### src/hw/rtl/i2cbs_pkg.sv
// Types, constants and sequence tables of the I2C master bit sequencer.
package i2cbs_pkg;

    typedef enum logic [2:0] {
        CMD_TICK     = 3'd0,
        CMD_START    = 3'd1,
        CMD_STOP     = 3'd2,
        CMD_WRITE    = 3'd3,
        CMD_READ     = 3'd4,
        CMD_SEND_ACK = 3'd5,
        CMD_READ_ACK = 3'd6
    } t_cmd;

    localparam logic [15:0] TICKS_RESET     = 16'd10;
    localparam int          QUEUE_DEPTH_DEF = 4;
    localparam logic        REG_TPP_SEL     = 1'b0;

    // Classified item as held in the queue
    typedef struct packed {
        t_cmd       cmd;
        logic [7:0] load_byte;
        logic       sda;
    } t_item;

    // Queue write side
    typedef struct packed {
        logic  push;
        t_item item;
    } t_qwr;

    // Queue read side
    typedef struct packed {
        logic  valid;
        t_item item;
    } t_qrd;

    typedef struct packed {
        logic       scl;
        logic       sda;
        logic       busy;
        logic       done;
        logic [7:0] rx_byte;
        logic       ack;
        logic       rejected;
    } t_result;

    function automatic logic [4:0] seq_len(input t_cmd cmd);
        logic [4:0] len;
        unique case (cmd)
            CMD_START:    len = 5'd4;
            CMD_STOP:     len = 5'd3;
            CMD_WRITE:    len = 5'd24;
            CMD_READ:     len = 5'd25;
            CMD_SEND_ACK: len = 5'd3;
            CMD_READ_ACK: len = 5'd4;
            default:      len = 5'd0;
        endcase
        return len;
    endfunction

endpackage

### src/hw/rtl/i2cbs_front.sv
// Input stage: takes items, folds unused codes into ticks and picks the shifter load.
module i2cbs_front (
    input  logic              i_in_valid,
    output logic              o_in_ready,
    input  logic [2:0]        i_cmd,
    input  logic [7:0]        i_write_data,
    input  logic              i_ack_value,
    input  logic              i_sda_sample,
    input  logic              i_full,
    output i2cbs_pkg::t_qwr   o_wr
);
    import i2cbs_pkg::*;

    t_cmd w_cmd;

    always_comb begin
        unique case (i_cmd)
            CMD_START:    w_cmd = CMD_START;
            CMD_STOP:     w_cmd = CMD_STOP;
            CMD_WRITE:    w_cmd = CMD_WRITE;
            CMD_READ:     w_cmd = CMD_READ;
            CMD_SEND_ACK: w_cmd = CMD_SEND_ACK;
            CMD_READ_ACK: w_cmd = CMD_READ_ACK;
            default:      w_cmd = CMD_TICK;
        endcase
    end

    assign o_in_ready = !i_full;

    always_comb begin
        o_wr.push          = i_in_valid && !i_full;
        o_wr.item.cmd      = w_cmd;
        o_wr.item.sda      = i_sda_sample;
        unique case (w_cmd)
            CMD_WRITE:    o_wr.item.load_byte = i_write_data;
            CMD_SEND_ACK: o_wr.item.load_byte = {7'd0, i_ack_value};
            default:      o_wr.item.load_byte = 8'd0;
        endcase
    end

endmodule

### src/hw/rtl/i2cbs_queue.sv
// Short queue between the input stage and the sequencer.
module i2cbs_queue #(
    parameter int DEPTH = i2cbs_pkg::QUEUE_DEPTH_DEF
) (
    input  logic             i_clk,
    input  logic             i_rst_n,
    input  i2cbs_pkg::t_qwr  i_wr,
    output logic             o_full,
    output i2cbs_pkg::t_qrd  o_rd,
    input  logic             i_pop
);
    import i2cbs_pkg::*;

    localparam int PTR_W = (DEPTH > 1) ? $clog2(DEPTH) : 1;
    localparam int CNT_W = $clog2(DEPTH + 1);
    localparam logic [PTR_W-1:0] LAST = PTR_W'(DEPTH - 1);
    localparam logic [CNT_W-1:0] FULL = CNT_W'(DEPTH);

    t_item            r_mem [DEPTH];
    logic [PTR_W-1:0] r_wr_ptr;
    logic [PTR_W-1:0] r_rd_ptr;
    logic [CNT_W-1:0] r_count;
    logic             w_push;
    logic             w_pop;

    assign o_full     = (r_count == FULL);
    assign o_rd.valid = (r_count != '0);
    assign o_rd.item  = r_mem[r_rd_ptr];
    assign w_push     = i_wr.push && !o_full;
    assign w_pop      = i_pop && o_rd.valid;

    always_ff @(posedge i_clk) begin
        if (w_push) begin
            r_mem[r_wr_ptr] <= i_wr.item;
        end
    end

    always_ff @(posedge i_clk) begin
        if (!i_rst_n) begin
            r_wr_ptr <= '0;
            r_rd_ptr <= '0;
            r_count  <= '0;
        end else begin
            if (w_push) begin
                r_wr_ptr <= (r_wr_ptr == LAST) ? '0 : r_wr_ptr + PTR_W'(1);
            end
            if (w_pop) begin
                r_rd_ptr <= (r_rd_ptr == LAST) ? '0 : r_rd_ptr + PTR_W'(1);
            end
            if (w_push && !w_pop) begin
                r_count <= r_count + CNT_W'(1);
            end else if (w_pop && !w_push) begin
                r_count <= r_count - CNT_W'(1);
            end
        end
    end

endmodule

### src/hw/rtl/i2cbs_back.sv
// Sequencer: runs the phase lists on the line levels and registers one result per item.
module i2cbs_back (
    input  logic               i_clk,
    input  logic               i_rst_n,
    input  logic [15:0]        i_ticks_per_phase,
    input  i2cbs_pkg::t_qrd    i_rd,
    output logic               o_pop,
    output logic               o_out_valid,
    input  logic               i_out_ready,
    output i2cbs_pkg::t_result o_result
);
    import i2cbs_pkg::*;

    t_cmd        r_active, n_active;
    logic [4:0]  r_phase,  n_phase;
    logic [1:0]  r_sub,    n_sub;
    logic [2:0]  r_bit,    n_bit;
    logic [15:0] r_tick,   n_tick;
    logic [7:0]  r_shift,  n_shift;
    logic        r_scl,    n_scl;
    logic        r_sda,    n_sda;
    logic [7:0]  r_rx,     n_rx;
    logic        r_ack,    n_ack;
    logic        r_out_valid;
    t_result     r_out;
    t_result     w_res;
    logic        w_fire;
    logic [15:0] w_limit;

    assign w_fire      = i_rd.valid && (!r_out_valid || i_out_ready);
    assign o_pop       = w_fire;
    assign o_out_valid = r_out_valid;
    assign o_result    = r_out;
    assign w_limit     = (i_ticks_per_phase == 16'd0) ? 16'd1 : i_ticks_per_phase;

    always_comb begin
        logic [15:0] tick_inc;
        logic        apply;
        logic        done;
        logic        rej;
        n_active = r_active;
        n_phase  = r_phase;
        n_sub    = r_sub;
        n_bit    = r_bit;
        n_tick   = r_tick;
        n_shift  = r_shift;
        n_scl    = r_scl;
        n_sda    = r_sda;
        n_rx     = r_rx;
        n_ack    = r_ack;
        tick_inc = r_tick + 16'd1;
        apply    = 1'b0;
        done     = 1'b0;
        rej      = 1'b0;

        if (w_fire) begin
            if (i_rd.item.cmd != CMD_TICK) begin
                if (r_active != CMD_TICK) begin
                    rej = 1'b1;
                end else begin
                    n_active = i_rd.item.cmd;
                    n_phase  = 5'd0;
                    n_sub    = 2'd0;
                    n_bit    = 3'd0;
                    n_tick   = 16'd0;
                    n_shift  = i_rd.item.load_byte;
                    apply    = 1'b1;
                end
            end else if (r_active != CMD_TICK) begin
                if (tick_inc >= w_limit) begin
                    n_tick  = 16'd0;
                    n_phase = r_phase + 5'd1;
                    // Bit/sub-phase counters; the read lead-in phase does not step them
                    if (!(r_active == CMD_READ && r_phase == 5'd0)) begin
                        if (r_sub == 2'd2) begin
                            n_sub = 2'd0;
                            n_bit = r_bit + 3'd1;
                        end else begin
                            n_sub = r_sub + 2'd1;
                        end
                    end
                    if (n_phase >= seq_len(r_active)) begin
                        if (r_active == CMD_READ) begin
                            n_rx = r_shift;
                        end else if (r_active == CMD_READ_ACK) begin
                            n_ack = r_shift[0];
                        end
                        n_active = CMD_TICK;
                        n_phase  = 5'd0;
                        done     = 1'b1;
                    end else begin
                        apply = 1'b1;
                    end
                end else begin
                    n_tick = tick_inc;
                end
            end
        end

        if (apply) begin
            unique case (n_active)
                CMD_START: begin
                    priority if (n_phase == 5'd0) n_sda = 1'b1;
                    else if (n_phase == 5'd1)     n_scl = 1'b1;
                    else if (n_phase == 5'd2)     n_sda = 1'b0;
                    else                          n_scl = 1'b0;
                end
                CMD_STOP: begin
                    priority if (n_phase == 5'd0) n_sda = 1'b0;
                    else if (n_phase == 5'd1)     n_scl = 1'b1;
                    else                          n_sda = 1'b1;
                end
                CMD_WRITE: begin
                    priority if (n_sub == 2'd0) n_sda = n_shift[3'd7 - n_bit];
                    else if (n_sub == 2'd1)     n_scl = 1'b1;
                    else                        n_scl = 1'b0;
                end
                CMD_READ: begin
                    priority if (n_phase == 5'd0) n_sda = 1'b1;
                    else if (n_sub == 2'd0)       n_scl = 1'b1;
                    else if (n_sub == 2'd1) begin
                        if (i_rd.item.sda) begin
                            n_shift[3'd7 - n_bit] = 1'b1;
                        end
                    end else                      n_scl = 1'b0;
                end
                CMD_SEND_ACK: begin
                    priority if (n_phase == 5'd0) n_sda = n_shift[0];
                    else if (n_phase == 5'd1)     n_scl = 1'b1;
                    else                          n_scl = 1'b0;
                end
                CMD_READ_ACK: begin
                    priority if (n_phase == 5'd0) n_sda = 1'b1;
                    else if (n_phase == 5'd1)     n_scl = 1'b1;
                    else if (n_phase == 5'd2)     n_shift[0] = i_rd.item.sda;
                    else                          n_scl = 1'b0;
                end
                default: begin
                end
            endcase
        end

        w_res.scl      = n_scl;
        w_res.sda      = n_sda;
        w_res.busy     = (n_active != CMD_TICK);
        w_res.done     = done;
        w_res.rx_byte  = n_rx;
        w_res.ack      = n_ack;
        w_res.rejected = rej;
    end

    always_ff @(posedge i_clk) begin
        if (!i_rst_n) begin
            r_active    <= CMD_TICK;
            r_phase     <= 5'd0;
            r_sub       <= 2'd0;
            r_bit       <= 3'd0;
            r_tick      <= 16'd0;
            r_shift     <= 8'd0;
            r_scl       <= 1'b1;
            r_sda       <= 1'b1;
            r_rx        <= 8'd0;
            r_ack       <= 1'b0;
            r_out_valid <= 1'b0;
        end else begin
            r_active <= n_active;
            r_phase  <= n_phase;
            r_sub    <= n_sub;
            r_bit    <= n_bit;
            r_tick   <= n_tick;
            r_shift  <= n_shift;
            r_scl    <= n_scl;
            r_sda    <= n_sda;
            r_rx     <= n_rx;
            r_ack    <= n_ack;
            if (w_fire) begin
                r_out_valid <= 1'b1;
            end else if (i_out_ready) begin
                r_out_valid <= 1'b0;
            end
        end
    end

    // Hold the result while the far side stalls
    always_ff @(posedge i_clk) begin
        if (w_fire) begin
            r_out <= w_res;
        end
    end

endmodule

### src/hw/rtl/i2c_master_bit_sequencer_core.sv
// I2C master bit sequencer. Each input item is a command or a time tick carrying the
// sampled SDA level; each produces exactly one result with the SCL/SDA drives, busy,
// done, the last read byte, the last read acknowledge and a rejected flag. The block
// takes one item per clock and returns one result per clock when the output is not
// stalled: the sequencer handles each item as it is popped, and an item passes through
// the input queue and then the result register on its way to the result. The input
// queue of QUEUE_DEPTH entries absorbs output stalls.
// ticks_per_phase sits at byte address 0 of the register port; 0 behaves as 1.
module i2c_master_bit_sequencer_core #(
    parameter int QUEUE_DEPTH = i2cbs_pkg::QUEUE_DEPTH_DEF
) (
    input  logic        i_clk,
    input  logic        i_rst_n,
    input  logic        i_psel,
    input  logic        i_penable,
    input  logic        i_pwrite,
    input  logic [2:0]  i_paddr,
    input  logic [31:0] i_pwdata,
    output logic [31:0] o_prdata,
    output logic        o_pready,
    input  logic        i_in_valid,
    output logic        o_in_ready,
    input  logic [2:0]  i_cmd,
    input  logic [7:0]  i_write_data,
    input  logic        i_ack_value,
    input  logic        i_sda_sample,
    output logic        o_out_valid,
    input  logic        i_out_ready,
    output logic        o_scl_out,
    output logic        o_sda_out,
    output logic        o_busy_res,
    output logic        o_done_res,
    output logic [7:0]  o_read_data,
    output logic        o_ack_received,
    output logic        o_rejected
);
    import i2cbs_pkg::*;

    logic [15:0] r_tpp;
    t_qwr        w_wr;
    t_qrd        w_rd;
    logic        w_full;
    logic        w_pop;
    t_result     w_res;

    assign o_pready = 1'b1;
    assign o_prdata = (i_psel && !i_pwrite && (i_paddr[2] == REG_TPP_SEL)) ?
                      {16'd0, r_tpp} : 32'd0;

    always_ff @(posedge i_clk) begin
        if (!i_rst_n) begin
            r_tpp <= TICKS_RESET;
        end else if (i_psel && i_penable && i_pwrite && (i_paddr[2] == REG_TPP_SEL)) begin
            r_tpp <= i_pwdata[15:0];
        end
    end

    i2cbs_front u_front (
        .i_in_valid   (i_in_valid),
        .o_in_ready   (o_in_ready),
        .i_cmd        (i_cmd),
        .i_write_data (i_write_data),
        .i_ack_value  (i_ack_value),
        .i_sda_sample (i_sda_sample),
        .i_full       (w_full),
        .o_wr         (w_wr)
    );

    i2cbs_queue #(
        .DEPTH (QUEUE_DEPTH)
    ) u_queue (
        .i_clk   (i_clk),
        .i_rst_n (i_rst_n),
        .i_wr    (w_wr),
        .o_full  (w_full),
        .o_rd    (w_rd),
        .i_pop   (w_pop)
    );

    i2cbs_back u_back (
        .i_clk             (i_clk),
        .i_rst_n           (i_rst_n),
        .i_ticks_per_phase (r_tpp),
        .i_rd              (w_rd),
        .o_pop             (w_pop),
        .o_out_valid       (o_out_valid),
        .i_out_ready       (i_out_ready),
        .o_result          (w_res)
    );

    assign o_scl_out      = w_res.scl;
    assign o_sda_out      = w_res.sda;
    assign o_busy_res     = w_res.busy;
    assign o_done_res     = w_res.done;
    assign o_read_data    = w_res.rx_byte;
    assign o_ack_received = w_res.ack;
    assign o_rejected     = w_res.rejected;

endmodule

### config.mk
export PLATFORM = sky130hd
export DESIGN_NAME = i2c_master_bit_sequencer_core
export DESIGN_NICKNAME = d
export VERILOG_FILES = /design/src/hw/rtl/i2cbs_pkg.sv /design/src/hw/rtl/i2cbs_front.sv /design/src/hw/rtl/i2cbs_queue.sv /design/src/hw/rtl/i2cbs_back.sv /design/src/hw/rtl/i2c_master_bit_sequencer_core.sv
export SDC_FILE = /design/constraint.sdc
export NUM_CORES = 1
export LEC_CHECK = 0
export BUFFER_PORTS_ARGS = -buffer_cell sky130_fd_sc_hd__buf_2
export CORE_MARGIN = 2
export CORE_UTILIZATION = 57
export CTS_CLUSTER_SIZE = 12
export DETAILED_ROUTE_END_ITERATION = 12
export GPL_TIMING_DRIVEN = 0
export PLACE_DENSITY = 0.78
export SYNTH_ARGS = -nofsm -noshare
export SYNTH_HDL_FRONTEND = slang
export SYNTH_SLANG_ARGS = --single-unit
### constraint.sdc
create_clock -name i_clk -period 5.9 [get_ports i_clk]
set_input_delay 0.295 -clock i_clk [delete_from_list [all_inputs] [get_ports i_clk]]
set_output_delay 0.295 -clock i_clk [all_outputs]
set_load 0.05 [all_outputs]
# ---- Word-level counts from Yosys, hierarchy flattened
# Memory sizes are Yosys's and may differ from the RTL's. A register that Yosys moved wholly into a read port is not among the register bits.
# Cells that the tools add are included.
dict set report totals {
  latchBits 0
  inputBits 55
  out_inout_bits 49
  wordCells 215
  mem_count 1
  ramBits 48
  register_bits 86
  rom_bits 0
}
# memory words word_bits rd rd_ports_with_merged_regs write_ports line_no
set mem_list {}
lappend mem_list {u_queue.r_mem 4 12 1 1 1 i2cbs_queue.sv:19} ;# t_item r_mem [DEPTH];
dict set report op_classes {
  magnitude_cmp 4
  n_eq_ne 28
  n_addsub 9
  muxes 111
  div 0
  mul 0
  shift 0
  reduce_logical 36
  bitwise_logic 4
}
# operator n
set ops {}
lappend ops {{$mux W8} 14}
lappend ops {{$mux W16} 6}
lappend ops {{$mux W5} 10}
lappend ops {{$mux W1} 46}
lappend ops {{$mux W3} 15}
lappend ops {{$eq A3 B3 Y1 const B} 11}
lappend ops {{$mux W2} 11}
lappend ops {{$eq A3 B2 Y1 const B} 7}
lappend ops {{$pmux W5 S4} 1}
lappend ops {{$pmux W3 S6} 1}
lappend ops {{$add A16 B1 Y16 const B} 1}
lappend ops {{$ge A16 B16 Y1} 1}
lappend ops {{$logic_not A16 Y1} 1}
lappend ops {{$pmux W8 S2} 1}
lappend ops {{$logic_and A1 B1 Y1} 13}
lappend ops {{$reduce_bool A3 Y1} 4}
lappend ops {{$logic_not A5 Y1} 2}
lappend ops {{$pmux W1 S5} 2}
lappend ops {{$eq A3 B1 Y1 const B} 3}
lappend ops {{$or A8 B8 Y8} 1}
lappend ops {{$reduce_or A2 Y1} 4}
lappend ops {{$mux W7} 1}
lappend ops {{$add A2 B1 Y2 const B} 3}
lappend ops {{$add A3 B1 Y3 const B} 2}
lappend ops {{other kinds (21)} 31}

# ---- Depth between registers and ports, before layout
dict set report depth {
  ltp_word 19
  mapped_depth 20
  depth_no_buf 19
}

# ---- Modules after synthesis
# A second synthesis with hierarchy kept.
dict set report hier_totals {
  cells_unflattened 737
  hier_area_um2 7480.9
}
# mod area_each_um2 cells_per_inst n_inst
set by_module_without_submodules {}
lappend by_module_without_submodules {i2cbs_back 4230.3 500 1}
lappend by_module_without_submodules {i2cbs_queue 2229.6 113 1}
lappend by_module_without_submodules {i2c_master_bit_sequencer_core 905.9 107 1}
lappend by_module_without_submodules {i2cbs_front 115.1 17 1}

# ---- Least setup slack after synthesis
# OpenSTA, ideal clock, no wires.
dict set report synth_path {
  path_kind {register -> register}
  startpoint {reg u_back.r_tick[0]}
  endpoint {reg u_back.r_out, in the netlist u_back.o_result[12] (data pin)}
  path_stages_with_launch 20
  arrival_ps 4656
  period_less_slack_ps 4814
  n_path_buf 1
  setup_slack_ps 1086
  required_time_ps 5742
  path_cell_list {dfxtp_1 nand3_1 nor2_1 and3_1 and3_1 and3_1 and3_1 xor2_1 ha_1 a21o_1 a21o_1 a2111o_1 or3_1 buf_2 nand3_1 mux2i_1 o21ai_1 mux2_2 a211o_1 o211ai_1}
}
dict set report synth_between {
  elab_chain_len 12
  elab_cells_between_ends 46
  classes_between {add/sub: 2; order compare: 1; eq/ne: 8; mux: 32; reduce/logical: 3}
}
# item line_no
set synth_rtl {}
lappend synth_rtl {{start: declaration} i2cbs_back.sv:18} ;# logic [15:0] r_tick, n_tick;
lappend synth_rtl {{start signal: assignment} i2cbs_back.sv:170} ;# r_tick <= n_tick;
lappend synth_rtl {{$add A16 B1 Y16 *} i2cbs_back.sv:51} ;# tick_inc = r_tick + 16'd1;
lappend synth_rtl {{$ge A16 B16 Y1 *} i2cbs_back.sv:70} ;# if (tick_inc >= w_limit) begin
lappend synth_rtl {{$mux W3 or $mux W5 (tied branches)} i2cbs_back.sv:70}
lappend synth_rtl {{$mux W3 or $mux W5 (tied branches)} i2cbs_back.sv:69} ;# end else if (r_active != CMD_TICK) begin
lappend synth_rtl {{$mux W3 or $mux W5 (tied branches)} i2cbs_back.sv:57} ;# if (i_rd.item.cmd != CMD_TICK) begin
lappend synth_rtl {{$mux W3 or $mux W5 (tied branches)} i2cbs_back.sv:56} ;# if (w_fire) begin
lappend synth_rtl {{$sub A3 B3 Y3 or $eq A5 B2 Y1 (tied branches)} {i2cbs_back.sv:114, i2cbs_back.sv:105}}
lappend synth_rtl {{$bmux W1 S3 or $mux W1 (tied branches)} {i2cbs_back.sv:114, i2cbs_back.sv:105}}
lappend synth_rtl {{$mux W1, on equally long branches} {i2cbs_back.sv:114, i2cbs_back.sv:104}}
lappend synth_rtl {{$mux W1, on equally long branches} {i2cbs_back.sv:114, i2cbs_back.sv:103}}
lappend synth_rtl {{$pmux W1 S5} i2cbs_back.sv:101} ;# unique case (n_active)
lappend synth_rtl {{$mux W1 *} i2cbs_back.sv:100} ;# if (apply) begin
lappend synth_rtl {{via u_back.n_sda} i2cbs_back.sv:21} ;# logic r_sda, n_sda;
lappend synth_rtl {{end signal: assignment} i2cbs_back.sv:187} ;# r_out <= w_res;
lappend synth_rtl {{end: declaration} i2cbs_back.sv:25} ;# t_result r_out;
# The timed path passes the listed nets; every way through them passes the cells marked *. The select of a mux whose other input is x is not followed.
# A chain may end at the register's enable or synchronous reset.

# ---- Worst setup path after layout
dict set report layout_path {
  startpoint {reg u_back.r_tick[2]}
  endpoint {reg u_back.r_out, in the netlist u_back.o_result[12] (data pin)}
}
# The elaborated chain is that of the path after synthesis.

==> impl_results.md <==
* Worst-margin pin slew at 918.5 ps
* Async S/R FF share, synth at 0%
* Post-route antenna net violation count at 0
* Hold Path Class: input port to flop
* Post-layout min period at 5467 ps
* Die H at 115.5 um
* WP depth at 19
* Number of synthesized register bits at 136
* Place WS at 171.0 ps
* CP Max Fanout at 10
* Setup crit end: u_back.o_result[12]
* Initial antenna violation count at 0
* Post-DP HPWL at 11.44 mm
* CP arrival at 5730 ps
* WS Path Type: flop to flop
* Worst-case clock buffer depth at 2
* Synth unique cells at 67
* Grt total ovfl at 0
* Post-Syn Area at 7082 sq um
* Gate Count Post-Synth at 719
* Pint at 2.126 mW
* Clk pwr share at 28.2%
* H-tree depth at 4
* First-pass GRT wire length at 25.57 mm
* Sw Pwr at 1.379 mW
* Top cells by count, synth: 95 x nand2_1, 74 x dfxtp_1, 62 x edfxtp_1, 62 x nor2_1, 41 x and2_1
* Fin. max-slew vios at 0
* Most used cell, CP: and3_1
* CTS buffer count at 17
* Sum Neg Setup Slack at 0 ps
* CP max stage cell: a311oi_4
* Slack of the critical path at 433.4 ps
* RSZ-0062 raised after global routing: false
* Share of layout cells above drive strength 1 at 18.73%
* Most frequent cell after synthesis: nand2_1
* Fin crit share at 92.65%
* CTS sink cnt at 136
* Max Freq at 182.9 MHz
* Io pins at 104
* Rel. slew slack at 38.38%
* Synth top area cells: edfxtp_1 26%, dfxtp_1 21%, ha_1 5.5%
* GPL Wtd Cong at 0.9064
* Syn-to-layout area delta at 16.52%
* Cell taking the most area after synthesis: edfxtp_1
* Drt pass-1 iters at 5
* Vias in the first global route at 5299
* Vias/cell at 5.467
* GRT Overall Usage at 24.78%
* Setup Skew at 6.337 ps
* Crit path cell chain: nand3_1, nor2_1, and3_1, and3_1, and3_1, and3_1, xor2_1, ha_1, a21o_1, a21o_1, a2111o_1, or3_1, buf_2, and4_4, a311oi_4, mux2i_1, mux2_2, a211o_1, o211ai_1
* Max-cap violations at 0
* Fin util at 68.41%
* Design Power at 3.505 mW
* CTS tree: built
* Post CTS Setup Buffer Count at 0
* Required @ worst endpoint at 6160 ps
* CP max stage delay at 480 ps
* Worst setup EP type: flop
* Seq/Total Area, Yosys at 47.21%
* Leak pwr at 3.479 nW
* Yosys top cell area share at 26.29%
* Antenna Cells at 0
* Core Region at 12060 sq um
* Fillers at 938
* RR Endpoint: u_back.o_result[12]
* Flop pwr share at 34.5%
* DR vias at 5472
* EDFF count, synth at 62
* Clock Latency Late Sink at 430 ps
* Reg clk slew, reported paths at 60 ps
* Worst R2R Path Depth at 19
* Starting Density at 58.71%
* Main synth FF type: dfxtp_1
* Fin. Hold Viols at 0
* Family with the most delay on the worst path: simple AND/OR/NAND/NOR gates
* Hold slack at 78.15 ps
* Drt wl/cell at 15.44 um
* Post-Syn Area per Cell at 9.850 sq um
* Critical path buffers and inverters at 1
* Pwr per Cell Area at 424.7 nW/um^2
* Drc violations at 0
* Nets at 907
* Setup violators final at 0
* Comb power frac at 37.3%
* R2R Setup Slk at 430 ps
* Outcome: complete, no violations
* Hold Buf Count CTS at 0
* Row count at 40
* Synth Warn # at 0
* Clk root buf: clkbuf_16
* Largest net degree at the start of global routing at 24
* Final WL at 15.46 mm
* Startpoint types: flop
* Initial drt markers at 395
* DIE AREA at 13330 sq um
* Die width at 115.5 um
* Peak supply drop at 265.9 uV
* Crit. Startpoint: u_back.r_tick[2]
* Port bufs at 67
* Net Sw Frac at 39.34%
* Worst reg2reg startpoint: u_back.r_tick[2]
-- power by group through the flow --
stage               Combinational [mW]  Clock [mW]  Sequential, mW
global placement                  1.27           0            1.22
finish                            1.31       0.989            1.21
global route                      1.43        1.04            1.22
CTS                               1.29       0.997            1.21
detailed placement                1.29           0            1.23
floorplan                        0.813           0            1.37
-- layout by cell type (no fill, tap or decap), types with 8 or more instances in the layout --
| cell type | Yosys | final |
|---|---|---|
| nand3b_1 | 8 | 8 |
| clkbuf_16 | 0 | 17 |
| mux4_2 | 11 | 11 |
| dfxtp_1 | 74 | 74 |
| a21oi_1 | 40 | 40 |
| mux2_2 | 11 | 11 |
| xor2_1 | 16 | 16 |
| conb_1 | 2 | 17 |
| edfxtp_1 | 62 | 62 |
| and3_1 | 19 | 19 |
| buf_4 | 17 | 17 |
| inv_1 | 26 | 26 |
| mux2i_1 | 11 | 11 |
| clkbuf_1 | 22 | 22 |
| nand2_1 | 95 | 95 |
| and2_1 | 41 | 41 |
| buf_2 | 2 | 69 |
| nor3_1 | 20 | 18 |
| o21ai_0 | 21 | 21 |
| nor2_1 | 62 | 61 |
| nand3_1 | 15 | 15 |
| ha_1 | 31 | 31 |
| o211ai_1 | 8 | 8 |
-- sequential cells by signal, indices dropped and copies added (netlist names), named ones only --
register            cells
u_back.r_rx             8
u_back.r_sda            1
u_back.r_ack            1
u_queue.r_mem          48
u_back.r_sub            2
u_queue.r_count         3
u_queue.r_wr_ptr        2
u_back.o_out_valid      1
u_back.r_scl            1
u_back.r_active         3
u_back.o_result        14
u_back.r_shift          8
u_queue.r_rd_ptr        2
r_tpp                  16
u_back.r_phase          5
u_back.r_tick          16
u_back.r_bit            3
-- how the worst min path moves through the flow --
stage                                   from                   to  slack (ps)  cells after the start
after floorplan                 i_sda_sample  u_queue.r_mem[0][0]         390                      0
after global placement    u_back.o_out_valid   u_back.o_out_valid         460                      2
after detailed placement  u_back.o_out_valid   u_back.o_out_valid         470                      2
after CTS                       i_sda_sample  u_queue.r_mem[2][0]          70                      1
after global routing            i_sda_sample  u_queue.r_mem[3][0]          80                      1
final                           i_sda_sample  u_queue.r_mem[2][0]          80                      1
-- per-stage QoR --
step | cell area [sq um] | cells
2_1_floorplan | 7138 | 734
3_3_place_gp | 7684 | 969
3_5_place_dp | 7684 | 969
4_1_cts | 8234 | 1001
5_1_grt | 8252 | 1001
6_report | 8252 | 1001
-- repair_timing --
| item | in CTS | in global routing |
|---|---|---|
| resized for setup | 0 | 6 |
| setup endpoints to repair | 0 | 12 |
| hold endpoints to repair | 0 | 0 |
-- cell families (layout without fill, tap and decap cells) --
logic type | count (synthesis) | after routing | share of synthesized area, %
AO/OA/AOI/OAI | 113 | 113 | 10.27
AND/OR/NAND/NOR | 309 | 309 | 21.89
multiplexers | 34 | 34 | 7.173
flip-flops | 136 | 136 | 47.21
buffers and inverters | 70 | 169 | 4.752
XOR/XNOR | 23 | 23 | 2.844
other | 2 | 17 | 0.1060
adder cells (fa/ha/maj) | 32 | 32 | 5.760
-- area by class of cell --
| cell class | instances | area [sq um] | share of cell area [%] |
|---|---|---|---|
| inverters | 28 | 105.1 | 1.274 |
| clock inverters | 14 | 121.4 | 1.471 |
| multi-input cells | 528 | 3475 | 42.11 |
| flip-flops and latches | 136 | 3343 | 40.52 |
| clock buffers | 18 | 429.2 | 5.201 |
| repair buffers | 67 | 335.3 | 4.064 |
| plain buffers | 42 | 232.7 | 2.820 |
| well taps | 168 | 210.2 | 2.547 |
-- per-layer routing --
metal  GRT usage, %  part of all wire [%]  vias up
met5              0                     0        -
met4          9.237                   2.0        0
met3          5.335                   4.8       25
met2          41.48                    47      172
met1          31.76                    46     2542
li1               -                     -     2733
Power figures use the tool's default switching activity.
